$ cat config.mk
export PLATFORM = sky130hd
export DESIGN_NAME = mesh_forward_decision_core
export DESIGN_NICKNAME = d
export VERILOG_FILES = /design/src/sv/mfd_pkg.sv /design/src/sv/mfd_front.sv /design/src/sv/mfd_back.sv /design/src/sv/mesh_forward_decision_core.sv
export SDC_FILE = /design/constraint.sdc
export NUM_CORES = 2
export LEC_CHECK = 0
export BUFFER_PORTS_ARGS = -buffer_cell sky130_fd_sc_hd__buf_4
export CAP_MARGIN = 10
export CORE_ASPECT_RATIO = 1.2
export CORE_UTILIZATION = 45
export CTS_CLUSTER_SIZE = 30
export DETAILED_ROUTE_END_ITERATION = 12
export MAX_ROUTING_LAYER = met4
export SLEW_MARGIN = 20
export SYNTH_ARGS = -nofsm -noshare
export SYNTH_HDL_FRONTEND = slang
export SYNTH_MEMORY_MAX_BITS = 65536
export SYNTH_SLANG_ARGS = --single-unit
$ cat constraint.sdc
create_clock -name clk_i -period 15 [get_ports clk_i]
set_clock_uncertainty 0.1 [all_clocks]
set_input_delay 3 -clock clk_i [delete_from_list [all_inputs] [get_ports clk_i]]
set_output_delay 3 -clock clk_i [all_outputs]
set_load 0.02 [all_outputs]
$ cat src/sv/mfd_pkg.sv
// ----------------------------------------------------------------------------
// mfd_pkg
// Types and constants shared by the mesh forward decision modules.
// ----------------------------------------------------------------------------
package mfd_pkg;

  localparam int unsigned CallW = 56;
  localparam int unsigned MsgW  = 16;
  localparam int unsigned TimeW = 32;
  localparam int unsigned LvlW  = 9;

  localparam logic [1:0] RegMinLevel = 2'd0;
  localparam logic [1:0] RegTopCount = 2'd1;
  localparam logic [1:0] RegTimeout  = 2'd2;
  localparam logic [1:0] RegOffset   = 2'd3;

  localparam logic [2:0] StForwarded    = 3'd0;
  localparam logic [2:0] StShort        = 3'd1;
  localparam logic [2:0] StDuplicate    = 3'd2;
  localparam logic [2:0] StHopExpired   = 3'd3;
  localparam logic [2:0] StWeak         = 3'd4;
  localparam logic [2:0] StNotPreferred = 3'd5;
  localparam logic [2:0] StCleanupDone  = 3'd6;

  typedef struct packed {
    logic                    cleanup;
    logic                    short_frame;
    logic [CallW-1:0]        call;
    logic [MsgW-1:0]         msg;
    logic [7:0]              hop;
    logic signed [LvlW-1:0]  lvl;
    logic [TimeW-1:0]        t;
  } job_t;

  typedef struct packed {
    logic [2:0]             status;
    logic                   forward;
    logic [7:0]             new_hop;
    logic signed [LvlW-1:0] lvl;
    logic                   preferred;
  } res_t;

endpackage

$ cat src/sv/mfd_front.sv
// ----------------------------------------------------------------------------
// mfd_front
// Accepts input items, computes the level and the short-frame flag.
// ----------------------------------------------------------------------------
module mfd_front #(
  parameter int unsigned HEADER_BYTES = 22
) (
  input  logic          clk_i,
  input  logic          rst_ni,
  input  logic          in_valid_i,
  output logic          in_ready_o,
  input  logic          cmd_i,
  input  logic [55:0]   call_i,
  input  logic [15:0]   msg_i,
  input  logic [7:0]    hop_i,
  input  logic [7:0]    len_i,
  input  logic [7:0]    raw_i,
  input  logic [31:0]   time_i,
  input  logic [7:0]    offset_i,
  output logic          job_valid_o,
  input  logic          job_ready_i,
  output mfd_pkg::job_t job_o
);
  import mfd_pkg::*;

  localparam logic [7:0] HdrLen = 8'(HEADER_BYTES);

  logic full_q, full_d;
  job_t job_q, job_d;

  assign in_ready_o  = !full_q || job_ready_i;
  assign job_valid_o = full_q;
  assign job_o       = job_q;

  always_comb begin
    full_d = full_q;
    job_d  = job_q;
    if (job_ready_i) full_d = 1'b0;
    if (in_valid_i && in_ready_o) begin
      full_d           = 1'b1;
      job_d.cleanup    = cmd_i;
      job_d.short_frame = len_i < HdrLen;
      job_d.call       = call_i;
      job_d.msg        = msg_i;
      job_d.hop        = hop_i;
      job_d.lvl        = cmd_i ? '0 : $signed({1'b0, raw_i}) - $signed({1'b0, offset_i});
      job_d.t          = time_i;
    end
  end

  always_ff @(posedge clk_i or negedge rst_ni) begin
    if (!rst_ni) full_q <= 1'b0;
    else full_q <= full_d;
  end

  always_ff @(posedge clk_i) begin
    job_q <= job_d;
  end

endmodule

$ cat src/sv/mfd_back.sv
// ----------------------------------------------------------------------------
// mfd_back
// Scans the seen ring and neighbor table one entry a cycle (cleanup: table only).
// ----------------------------------------------------------------------------
module mfd_back #(
  parameter int unsigned SEEN_DEPTH = 32,
  parameter int unsigned PEER_SLOTS = 20
) (
  input  logic                 clk_i,
  input  logic                 rst_ni,
  input  logic                 job_valid_i,
  output logic                 job_ready_o,
  input  mfd_pkg::job_t        job_i,
  input  logic signed [8:0]    min_level_i,
  input  logic [4:0]           top_count_i,
  input  logic [31:0]          timeout_i,
  output logic                 res_valid_o,
  input  logic                 res_ready_i,
  output mfd_pkg::res_t        res_o
);
  import mfd_pkg::*;

  localparam int unsigned SW = (SEEN_DEPTH > 1) ? $clog2(SEEN_DEPTH) : 1;
  localparam int unsigned PW = (PEER_SLOTS > 1) ? $clog2(PEER_SLOTS) : 1;
  localparam int unsigned CW = $clog2(PEER_SLOTS + 1);
  localparam int unsigned SCW = $clog2(SEEN_DEPTH + 1);

  typedef enum logic [7:0] {
    S_IDLE  = 8'b0000_0001,
    S_SEEN  = 8'b0000_0010,
    S_FIND  = 8'b0000_0100,
    S_WRITE = 8'b0000_1000,
    S_RANK  = 8'b0001_0000,
    S_CLEAN = 8'b0010_0000,
    S_DONE  = 8'b0100_0000,
    S_OUT   = 8'b1000_0000
  } state_e;

  state_e state_q, state_d;
  job_t job_q;
  logic [SCW-1:0] sidx_q, sidx_d;
  logic [CW-1:0] pidx_q, pidx_d;
  logic [SW-1:0] snext_q, snext_d;
  logic [SEEN_DEPTH-1:0] svalid_q, svalid_d;
  logic [PEER_SLOTS-1:0] pvalid_q, pvalid_d;
  logic hit_q, hit_d, free_found_q, free_found_d;
  logic [PW-1:0] hit_idx_q, hit_idx_d, free_idx_q, free_idx_d;
  logic [CW-1:0] stronger_q, stronger_d;
  logic res_valid_q, res_valid_d;
  res_t res_q, res_d;
  res_t acc_q, acc_d;

  logic [CallW-1:0] seen_src [SEEN_DEPTH];
  logic [MsgW-1:0]  seen_msg [SEEN_DEPTH];
  logic [CallW-1:0] peer_call [PEER_SLOTS];
  logic signed [LvlW-1:0] peer_lvl [PEER_SLOTS];
  logic [TimeW-1:0] peer_time [PEER_SLOTS];

  logic [SW-1:0] sa;
  logic [PW-1:0] pa;
  logic seen_wr, peer_wr;
  logic [PW-1:0] peer_wa;
  logic [TimeW-1:0] age;
  logic pref;

  assign sa = sidx_q[SW-1:0];
  assign pa = pidx_q[PW-1:0];
  assign age = job_q.t - peer_time[pa];
  assign pref = hit_q && (stronger_q < CW'(top_count_i));

  assign job_ready_o = state_q == S_IDLE;
  assign res_valid_o = res_valid_q;
  assign res_o       = res_q;

  always_comb begin
    state_d = state_q;
    sidx_d = sidx_q;
    pidx_d = pidx_q;
    snext_d = snext_q;
    svalid_d = svalid_q;
    pvalid_d = pvalid_q;
    hit_d = hit_q;
    hit_idx_d = hit_idx_q;
    free_found_d = free_found_q;
    free_idx_d = free_idx_q;
    stronger_d = stronger_q;
    res_valid_d = res_valid_q && !res_ready_i;
    res_d = res_q;
    acc_d = acc_q;
    seen_wr = 1'b0;
    peer_wr = 1'b0;
    peer_wa = hit_idx_q;
    unique case (state_q)
      S_IDLE: begin
        if (job_valid_i) begin
          sidx_d = '0;
          pidx_d = '0;
          hit_d = 1'b0;
          free_found_d = 1'b0;
          stronger_d = '0;
          acc_d.status = StForwarded;
          acc_d.forward = 1'b0;
          acc_d.new_hop = job_i.hop;
          acc_d.lvl = job_i.lvl;
          acc_d.preferred = 1'b0;
          if (job_i.cleanup) begin
            acc_d.status = StCleanupDone;
            state_d = S_CLEAN;
          end else if (job_i.short_frame) begin
            acc_d.status = StShort;
            state_d = S_OUT;
          end else begin
            state_d = S_SEEN;
          end
        end
      end
      S_SEEN: begin
        if (svalid_q[sa] && seen_src[sa] == job_q.call && seen_msg[sa] == job_q.msg) begin
          acc_d.status = StDuplicate;
          state_d = S_OUT;
        end else if (sidx_q == SCW'(SEEN_DEPTH - 1)) begin
          seen_wr = 1'b1;
          svalid_d[snext_q] = 1'b1;
          snext_d = (snext_q == SW'(SEEN_DEPTH - 1)) ? '0 : snext_q + 1'b1;
          state_d = S_FIND;
        end else begin
          sidx_d = sidx_q + 1'b1;
        end
      end
      S_FIND: begin
        if (pvalid_q[pa] && peer_call[pa] == job_q.call) begin
          hit_d = 1'b1;
          hit_idx_d = pa;
          state_d = S_WRITE;
        end else begin
          if (!pvalid_q[pa] && !free_found_q) begin
            free_found_d = 1'b1;
            free_idx_d = pa;
          end
          if (pidx_q == CW'(PEER_SLOTS - 1)) state_d = S_WRITE;
          else pidx_d = pidx_q + 1'b1;
        end
      end
      S_WRITE: begin
        pidx_d = '0;
        state_d = S_RANK;
        if (hit_q) begin
          peer_wr = 1'b1;
        end else if (free_found_q) begin
          peer_wr = 1'b1;
          peer_wa = free_idx_q;
          pvalid_d[free_idx_q] = 1'b1;
          hit_d = 1'b1;
          hit_idx_d = free_idx_q;
        end
      end
      S_RANK: begin
        if (pvalid_q[pa] && peer_lvl[pa] > job_q.lvl) stronger_d = stronger_q + 1'b1;
        if (pidx_q == CW'(PEER_SLOTS - 1)) state_d = S_DONE;
        else pidx_d = pidx_q + 1'b1;
      end
      S_DONE: begin
        acc_d.preferred = pref;
        if (job_q.hop <= 8'd1) acc_d.status = StHopExpired;
        else if (job_q.lvl < min_level_i) acc_d.status = StWeak;
        else if (!pref) acc_d.status = StNotPreferred;
        else begin
          acc_d.status = StForwarded;
          acc_d.forward = 1'b1;
          acc_d.new_hop = job_q.hop - 8'd1;
        end
        state_d = S_OUT;
      end
      S_CLEAN: begin
        if (pvalid_q[pa] && age > timeout_i) pvalid_d[pa] = 1'b0;
        if (pidx_q == CW'(PEER_SLOTS - 1)) state_d = S_OUT;
        else pidx_d = pidx_q + 1'b1;
      end
      S_OUT: begin
        if (!res_valid_q || res_ready_i) begin
          res_valid_d = 1'b1;
          res_d = acc_q;
          state_d = S_IDLE;
        end
      end
      default: state_d = S_IDLE;
    endcase
  end

  always_ff @(posedge clk_i or negedge rst_ni) begin
    if (!rst_ni) begin
      state_q <= S_IDLE;
      snext_q <= '0;
      svalid_q <= '0;
      pvalid_q <= '0;
      res_valid_q <= 1'b0;
    end else begin
      state_q <= state_d;
      snext_q <= snext_d;
      svalid_q <= svalid_d;
      pvalid_q <= pvalid_d;
      res_valid_q <= res_valid_d;
    end
  end

  always_ff @(posedge clk_i) begin
    sidx_q <= sidx_d;
    pidx_q <= pidx_d;
    hit_q <= hit_d;
    hit_idx_q <= hit_idx_d;
    free_found_q <= free_found_d;
    free_idx_q <= free_idx_d;
    stronger_q <= stronger_d;
    res_q <= res_d;
    acc_q <= acc_d;
    if (state_q == S_IDLE && job_valid_i) job_q <= job_i;
    if (seen_wr) begin
      seen_src[snext_q] <= job_q.call;
      seen_msg[snext_q] <= job_q.msg;
    end
    if (peer_wr) begin
      peer_call[peer_wa] <= job_q.call;
      peer_lvl[peer_wa] <= job_q.lvl;
      peer_time[peer_wa] <= job_q.t;
    end
  end

  a_fwd_status: assert property (@(posedge clk_i) disable iff (!rst_ni)
    res_valid_q |-> (res_q.forward == (res_q.status == StForwarded)))
    else $error("forward flag disagrees with status");
  a_fwd_pref: assert property (@(posedge clk_i) disable iff (!rst_ni)
    (res_valid_q && res_q.forward) |-> res_q.preferred)
    else $error("forwarded without preference");
  a_busy: assert property (@(posedge clk_i) disable iff (!rst_ni)
    (state_q != S_IDLE) |-> !job_ready_o)
    else $error("ready while busy");

endmodule

$ cat src/sv/mesh_forward_decision_core.sv
// ----------------------------------------------------------------------------
// mesh_forward_decision_core
// Forwarding decision for a flooding mesh node with duplicate cache.
// ----------------------------------------------------------------------------
// Items enter on the s_axis group and one result per item leaves on m_axis.
// s_axis_tdata holds source call, message id, hop limit, frame length,
// raw level and time; tuser carries cmd (0 frame, 1 cleanup tick).
// m_axis_tdata holds new hop limit, level in dBm and preferred; tuser holds
// status and forward. Registers are written through cfg_we_i at any edge.
// A one-entry front stage takes an item and hands it to the back part, which
// walks the seen ring (one entry a cycle) and the neighbor table (two passes
// of one entry a cycle); a duplicate ends its seen scan early. The back part's
// single scan engine takes a new item only once it has handed on the result
// of the last one. Reset empties the seen ring and the neighbor table at once.
// When the receiver stalls, the result is held in the output register while
// the back part finishes the next item and then waits; the front still takes
// one more item.
module mesh_forward_decision_core #(
  parameter int unsigned SEEN_DEPTH   = 32,
  parameter int unsigned PEER_SLOTS   = 20,
  parameter int unsigned HEADER_BYTES = 22
) (
  input  logic         clk_i,
  input  logic         rst_ni,
  input  logic         s_axis_tvalid,
  output logic         s_axis_tready,
  // source_call, message_id, hop_limit, frame_length, raw_level, time_ms
  input  logic [127:0] s_axis_tdata,
  // cmd
  input  logic         s_axis_tuser,
  output logic         m_axis_tvalid,
  input  logic         m_axis_tready,
  // new_hop_limit, level_dbm, preferred, zero fill
  output logic [23:0]  m_axis_tdata,
  // status, forward
  output logic [3:0]   m_axis_tuser,
  input  logic         cfg_we_i,
  input  logic [1:0]   cfg_index_i,
  input  logic [31:0]  cfg_data_i
);
  import mfd_pkg::*;

  logic signed [8:0] min_level_q;
  logic [4:0] top_count_q;
  logic [31:0] timeout_q;
  logic [7:0] offset_q;
  logic job_valid, job_ready, res_valid;
  job_t job;
  res_t res;

  always_ff @(posedge clk_i or negedge rst_ni) begin
    if (!rst_ni) begin
      min_level_q <= -9'sd105;
      top_count_q <= 5'd3;
      timeout_q <= 32'd60000;
      offset_q <= 8'd157;
    end else if (cfg_we_i) begin
      unique case (cfg_index_i)
        RegMinLevel: min_level_q <= cfg_data_i[8:0];
        RegTopCount: top_count_q <= cfg_data_i[4:0];
        RegTimeout:  timeout_q <= cfg_data_i;
        RegOffset:   offset_q <= cfg_data_i[7:0];
        default: ;
      endcase
    end
  end

  mfd_front #(.HEADER_BYTES(HEADER_BYTES)) u_front (
    .clk_i, .rst_ni,
    .in_valid_i(s_axis_tvalid), .in_ready_o(s_axis_tready),
    .cmd_i(s_axis_tuser), .call_i(s_axis_tdata[55:0]), .msg_i(s_axis_tdata[71:56]),
    .hop_i(s_axis_tdata[79:72]), .len_i(s_axis_tdata[87:80]),
    .raw_i(s_axis_tdata[95:88]), .time_i(s_axis_tdata[127:96]),
    .offset_i(offset_q),
    .job_valid_o(job_valid), .job_ready_i(job_ready), .job_o(job)
  );

  mfd_back #(.SEEN_DEPTH(SEEN_DEPTH), .PEER_SLOTS(PEER_SLOTS)) u_back (
    .clk_i, .rst_ni,
    .job_valid_i(job_valid), .job_ready_o(job_ready), .job_i(job),
    .min_level_i(min_level_q), .top_count_i(top_count_q), .timeout_i(timeout_q),
    .res_valid_o(res_valid), .res_ready_i(m_axis_tready), .res_o(res)
  );

  assign m_axis_tvalid = res_valid;
  assign m_axis_tdata  = {6'd0, res.preferred, res.lvl, res.new_hop};
  assign m_axis_tuser  = {res.forward, res.status};

endmodule
# Word-level counts from Yosys, hierarchy flattened
# Memories as Yosys holds them, arrays and structs flattened. A register that Yosys moved wholly into a read port is not among the register bits.
# Index checks and enable logic that the tools add are counted.
dict set report op_classes {
  div_mod_pow 0
  magnitude_cmp 13
  bitwise_logic 6
  n_eq_ne 36
  n_shift 0
  n_mux 79
  add_sub_neg 7
  n_reduce_logical 51
  n_mul 0
}
# operator n
set ops {}
lappend ops {{56-bit equality test} 2}
lappend ops {{8-bit 2-to-1 mux} 10}
lappend ops {{5-bit 2-to-1 mux} 14}
lappend ops {{8-bit one-hot mux with 8 select lines} 1}
lappend ops {{20-bit 2-to-1 mux} 3}
lappend ops {{20-bit one-hot mux with 2 select lines} 1}
lappend ops {{32-bit > comparator} 1}
lappend ops {{32-bit OR} 1}
lappend ops {{32-bit subtractor} 1}
lappend ops {{9-bit 2-to-1 mux} 3}
lappend ops {{5-bit by 6-bit < comparator with 1-bit output (second input constant)} 4}
lappend ops {{1-bit 2-to-1 mux} 24}
lappend ops {{22-bit 2-to-1 mux} 1}
lappend ops {{20-bit bitwise AND} 1}
lappend ops {{2-bit by 1-bit != test with 1-bit output (second input constant)} 10}
lappend ops {{20-bit NOT} 1}
lappend ops {{20-bit OR} 1}
lappend ops {{5-bit one-hot mux with 2 select lines} 2}
lappend ops {{5-bit one-hot mux with 4 select lines} 1}
lappend ops {{6-bit 2-to-1 mux} 3}
lappend ops {{9-bit one-hot mux with 2 select lines} 1}
lappend ops {{3-bit AND reduction} 6}
lappend ops {{16-bit equality test} 1}
lappend ops {{2-bit AND reduction} 8}
lappend ops {{other kinds (43)} 91}
dict set report word_totals {
  inputBits 168
  ff_bits 437
  rom_bits 0
  ram_bits 4244
  n_memories 5
  latchBits 0
  out_inout_bits 30
}
# memory words word_bits read_ports rd_clocked_by_memory_dff wr line
set memory_table {}
lappend memory_table {u_back.seen_src 32 56 1 1 1 mfd_back.sv:53} ;# logic [CallW-1:0] seen_src [SEEN_DEPTH];
lappend memory_table {u_back.peer_call 20 56 1 1 1 mfd_back.sv:55} ;# logic [CallW-1:0] peer_call [PEER_SLOTS];
lappend memory_table {u_back.peer_time 20 32 1 1 1 mfd_back.sv:57} ;# logic [TimeW-1:0] peer_time [PEER_SLOTS];
lappend memory_table {u_back.seen_msg 32 16 1 1 1 mfd_back.sv:54} ;# logic [MsgW-1:0] seen_msg [SEEN_DEPTH];
lappend memory_table {u_back.peer_lvl 20 9 1 1 1 mfd_back.sv:56} ;# logic signed [LvlW-1:0] peer_lvl [PEER_SLOTS];

# Longest topological paths before layout
dict set report depth {
  depth_word 8
  ltp_mapped 39
  ltp_nobuf 29
}

# Hierarchy
# From an unflattened synthesis, not the netlist that was laid out.
dict set report unflattened {
  cells_unflattened 8617
  hier_area_um2 182401.2
}
# module area_per_inst_um2 n_inst seq_area_each_um2 cells_per_inst
set by_module_without_submodules {}
lappend by_module_without_submodules {mfd_back 175958.8 1 134820.6 8299}
lappend by_module_without_submodules {mfd_front 4205.3 1 3718.6 195}
lappend by_module_without_submodules {mesh_forward_decision_core 2237.1 1 1376.3 123}

# Worst setup path after synthesis
# OpenSTA, ideal clock, no wires.
dict set report synth_path {
  kind {reg2reg}
  from {register (tool-made name)}
  to {register u_back.pvalid_q[0]}
  required_ns 14.817
  period_less_slack_ns 8.404
  arrival_ns 8.221
  slack_ns 6.596
  setup_ns 0.083
  path_stages_with_launch 37
  cell_sequence {dfxtp_1 -> buf_4 -> buf_6 -> buf_4 -> buf_4 -> buf_2 -> buf_2 -> clkbuf_1 -> buf_1 -> mux4_2 -> mux4_2 -> mux2i_1 -> ha_1 -> nor2b_1 -> o21ai_0 -> a21oi_1 -> o21ai_0 -> a21oi_1 -> a21o_1 -> a21o_1 -> a2111oi_0 -> o21bai_1 -> a21oi_1 -> xnor2_1 -> ha_1 -> a21o_1 -> a21o_1 -> a21o_1 -> a21o_1 -> a21o_1 -> a21o_1 -> a21oi_1 -> nor3_1 -> a211oi_1 -> clkbuf_1 -> a2111oi_0 -> o21ai_0}
}
# element line
set synth_rtl {}
lappend synth_rtl {{to (signal assigned)} mfd_back.sv:201} ;# pvalid_q <= pvalid_d;
lappend synth_rtl {{to (decl)} mfd_back.sv:45} ;# logic [PEER_SLOTS-1:0] pvalid_q, pvalid_d;

==> out/metrics.json <==
{
  "critical_path_required": {"value": 15.81, "unit": "ns"},
  "layout.nets": {"value": 9491},
  "r2r-end": {"value": "u_back.pvalid_q[10]"},
  "critical-path-slowest-cell": {"value": "sky130_fd_sc_hd__buf_4"},
  "timing.critical_path.from_type": {"value": "register"},
  "worstPathMaxFanout": {"value": 87},
  "static-leakage-power": {"value": 66.1, "unit": "nW"},
  "ff2ff_setup_slack": {"value": 5.83, "unit": "ns"},
  "tightestPinTransition": {"value": 1.19, "unit": "ns"},
  "core_area": {"value": 0.405, "unit": "mm²"},
  "tns": {"value": 0, "unit": "ns"},
  "muxShareOfSynthArea": {"value": 0.151},
  "layout_min_cycle_time": {"value": 9.17, "unit": "ns"},
  "synth_top_family_by_area": {"value": "multiplexers"},
  "cell_internal_pwr": {"value": 27.4, "unit": "mW"},
  "global_route_wire_length_before_repair": {"value": 700, "unit": "mm"},
  "synth-compound-area-share": {"value": 0.0297},
  "critical-path-top-delay-family": {"value": "compound AO/OA/AOI/OAI gates"},
  "synth.cells.most_frequent": {"value": "4551 x sky130_fd_sc_hd__edfxtp_1, 938 x sky130_fd_sc_hd__mux4_2, 558 x sky130_fd_sc_hd__mux2i_1, 207 x sky130_fd_sc_hd__nand2_1, 185 x sky130_fd_sc_hd__a22oi_1"},
  "finalHoldWorstSlack": {"value": 0.299, "unit": "ns"},
  "worst_ep_arrival_time": {"value": 9.97, "unit": "ns"},
  "synth_xor_xnor_area_share": {"value": 0.00757},
  "worst_setup_hold_path_clk_slew": {"value": 0.06, "unit": "ns"},
  "cts_buffer_depth": {"value": 4},
  "vias_in_the_first_global_route": {"value": 92800},
  "pwr-share-seq": {"value": 0.424},
  "endpoint_kind": {"value": "register"},
  "power_density_cells": {"value": 196, "unit": "mW/mm²"},
  "mappedNetlistArea": {"value": 0.183, "unit": "mm²"},
  "hold_vio_cnt_final": {"value": 0},
  "count_of_flip_flops_with_a_built_in_enable_after_synthesis": {"value": 4551},
  "placementRows": {"value": 256},
  "worst_skew_pair.late_latency": {"value": 1.03, "unit": "ns"},
  "die_w": {"value": 584, "unit": "µm"},
  "port_buffers": {"value": 190},
  "vias_per_cell": {"value": 6.05},
  "synth_largest_area_cell": {"value": "sky130_fd_sc_hd__edfxtp_1"},
  "postCtsResizedCells": {"value": 0},
  "detail_route.drc_violations": {"value": 0},
  "detailroute.via_count": {"value": 90900},
  "drive_above_1_share": {"value": 0.244},
  "tritoncts_num_sinks": {"value": 4682},
  "grt_max_degree": {"value": 138},
  "yosys.area_share.adder": {"value": 0.00748},
  "antenna_found_initial": {"value": 20},
  "comb_power_share": {"value": 0.291},
  "globalRouteOverflowTotal": {"value": 0},
  "synth_ff_type": {"value": "sky130_fd_sc_hd__edfxtp_1"},
  "hold_buffers": {"value": 0},
  "postSynthAreaPerCell": {"value": 21.0, "unit": "µm²"},
  "gpl.final_weighted_congestion": {"value": 0.909},
  "maxCapViolCount": {"value": 0},
  "worst_hold_path_type": {"value": "reg2reg"},
  "yosys_warnings": {"value": 0},
  "outcome": {"value": "completed"},
  "async_reset_ff_frac": {"value": 0.0258},
  "net_switching_power_figure": {"value": 13.1, "unit": "mW"},
  "endpoint": {"value": "u_back.pvalid_q[10]"},
  "report.final.slew_viol_count": {"value": 0},
  "clock_tree.htree_level_count": {"value": 5},
  "layout.core_utilization": {"value": 0.511},
  "crit_buf_inv": {"value": 4},
  "reg2reg_depth": {"value": 30},
  "clock-root-buffer": {"value": "sky130_fd_sc_hd__clkbuf_16"},
  "fmax": {"value": 0.109, "unit": "GHz"},
  "placed_cells": {"value": 14200},
  "ys_seq_area_frac": {"value": 0.765},
  "critical-path-top-cell-by-count": {"value": "sky130_fd_sc_hd__a21o_1"},
  "ir_drop": {"value": 153, "unit": "µV"},
  "relative_slew_slack": {"value": 0.196},
  "crit_path_max_incr_delay": {"value": 0.78, "unit": "ns"},
  "tritoncts": {"value": "yes"},
  "postSynthCellCount": {"value": 8689},
  "dpl.hpwl": {"value": 272, "unit": "mm"},
  "die_area": {"value": 0.409, "unit": "mm²"},
  "grtUsageTotal": {"value": 0.249},
  "starting_density_of_the_core": {"value": 0.452},
  "switching_share": {"value": 0.324},
  "timing.final.crit_share": {"value": 0.611},
  "ys_types": {"value": 96},
  "drtIter0Drc": {"value": 9939},
  "grt_setup_unrepaired": {"value": "false"},
  "yosys-top-cells-area": {"value": "sky130_fd_sc_hd__edfxtp_1 75%, sky130_fd_sc_hd__mux4_2 12%, sky130_fd_sc_hd__mux2i_1 3.1%, sky130_fd_sc_hd__dfrtp_1 1.4%, sky130_fd_sc_hd__a22oi_1 0.76%"},
  "cts_made_buffers": {"value": 448},
  "layoutNonFillerInstCount": {"value": 15000},
  "antenna_violating_nets_post_route": {"value": 0},
  "detail_route.wl_per_cell": {"value": 33.3, "unit": "µm"},
  "route.final.wire_length": {"value": 500, "unit": "mm"},
  "post_synth_and_or_nand_nor_area_fraction": {"value": 0.0240},
  "path_depth": {"value": 30},
  "path_class": {"value": "reg2reg"},
  "area_growth": {"value": 13.1, "unit": "%"},
  "io_pins": {"value": 198},
  "post-cts-setup-buffers": {"value": 0},
  "synth.ff_latch_count": {"value": 4682},
  "clockPowerShare": {"value": 0.285},
  "timing.final.setup_violations": {"value": 0},
  "yosysMostFrequentCell": {"value": "sky130_fd_sc_hd__edfxtp_1"},
  "die-height": {"value": 700, "unit": "µm"},
  "synth_top_cell_area_share": {"value": 0.748},
  "first_pass_iteration_count_of_the_detailed_router": {"value": 7},
  "total_design_power": {"value": 40.5, "unit": "mW"}
}
-- metrics by stage --
step,cell area (µm²),setup WS (ns)
after floorplan,183000,6.60
after global placement,192000,5.50
after detailed placement,192000,5.57
after CTS,207000,5.54
after global routing,207000,5.05
final,207000,5.83
-- cells by family after synthesis --
group / Yosys count
compound gates: 777
simple gates: 833
buf+inv: 561
other cells: 1
fa+ha+maj: 108
xor+xnor: 158
flops: 4682
mux: 1569
-- registers in the layout, summed over array words and instances (netlist names), 5 cells and up, named ones only --
register           flops
u_back.snext_q         5
u_back.peer_call    1120
u_back.seen_src     1792
u_back.res_o          22
u_back.sidx_q          6
u_back.pvalid_q       20
offset_q               8
u_back.hit_idx_q       5
u_back.job_q         120
u_back.seen_msg      512
top_count_q            5
u_front.job_o        123
u_back.peer_lvl      180
u_back.pa              5
min_level_q            9
u_back.acc_q          14
timeout_q             32
u_back.stronger_q      5
u_back.peer_time     640
u_back.state_q         8
u_back.svalid_q       32
u_back.free_idx_q      5
-- worst min path at each step --
| stage | from | to | slack, ns | cells after the start |
|---|---|---|---|---|
| CTS | u_front.job_o[36] | u_back.job_q[36] | 0.30 | 0 |
| detailed placement | u_front.job_o[40] | u_back.acc_q[9] | 0.30 | 0 |
| finish | u_front.job_o[36] | u_back.job_q[36] | 0.30 | 0 |
| global placement | u_front.job_o[75] | u_back.job_q[75] | 0.30 | 0 |
| floorplan | u_front.job_o[40] | u_back.acc_q[9] | 0.30 | 0 |
| global route | u_front.job_o[36] | u_back.job_q[36] | 0.30 | 0 |
-- per-layer routing --
layer	vias to the layer above	GRT usage	part of all wire
met5	-	-	0
met4	0	0.0852	0.039
met1	49100	0.311	0.39
met2	3664	0.422	0.51
met3	826	0.0296	0.061
li1	37300	-	-
-- layout by cell type (no fill, tap or decap), types with 100 or more instances in the layout --
cell type / n
sky130_fd_sc_hd__mux2i_1: 558
sky130_fd_sc_hd__buf_4: 473
sky130_fd_sc_hd__nor2_1: 113
sky130_fd_sc_hd__inv_1: 130
sky130_fd_sc_hd__a21oi_1: 102
sky130_fd_sc_hd__dfrtp_1: 100
sky130_fd_sc_hd__edfxtp_1: 4551
sky130_fd_sc_hd__nand2_1: 207
sky130_fd_sc_hd__a22oi_1: 185
sky130_fd_sc_hd__mux4_2: 938
sky130_fd_sc_hd__nand3_1: 113
sky130_fd_sc_hd__clkbuf_16: 455
sky130_fd_sc_hd__ha_1: 106
-- power by group through the flow --
stage	Sequential, mW	Clock [mW]	Combinational (mW)
floorplan	17.6	0	7.13
global placement	17.4	0	11.7
detailed placement	17.4	0	11.8
CTS	17.2	11.7	11.8
global route	17.2	12.2	12.5
finish	17.2	11.6	11.8
-- cell type report --
cell class	count	area [µm²]
fill	31800	198000
sequential	4682	140000
multi-input combinational	3451	40600
clock buffer	544	11800
tap	5418	6780
timing repair buffer	498	4040
clock inverter	290	3120
inverter	134	513
antenna	8	20.0
(Power assumes the default switching activity.)
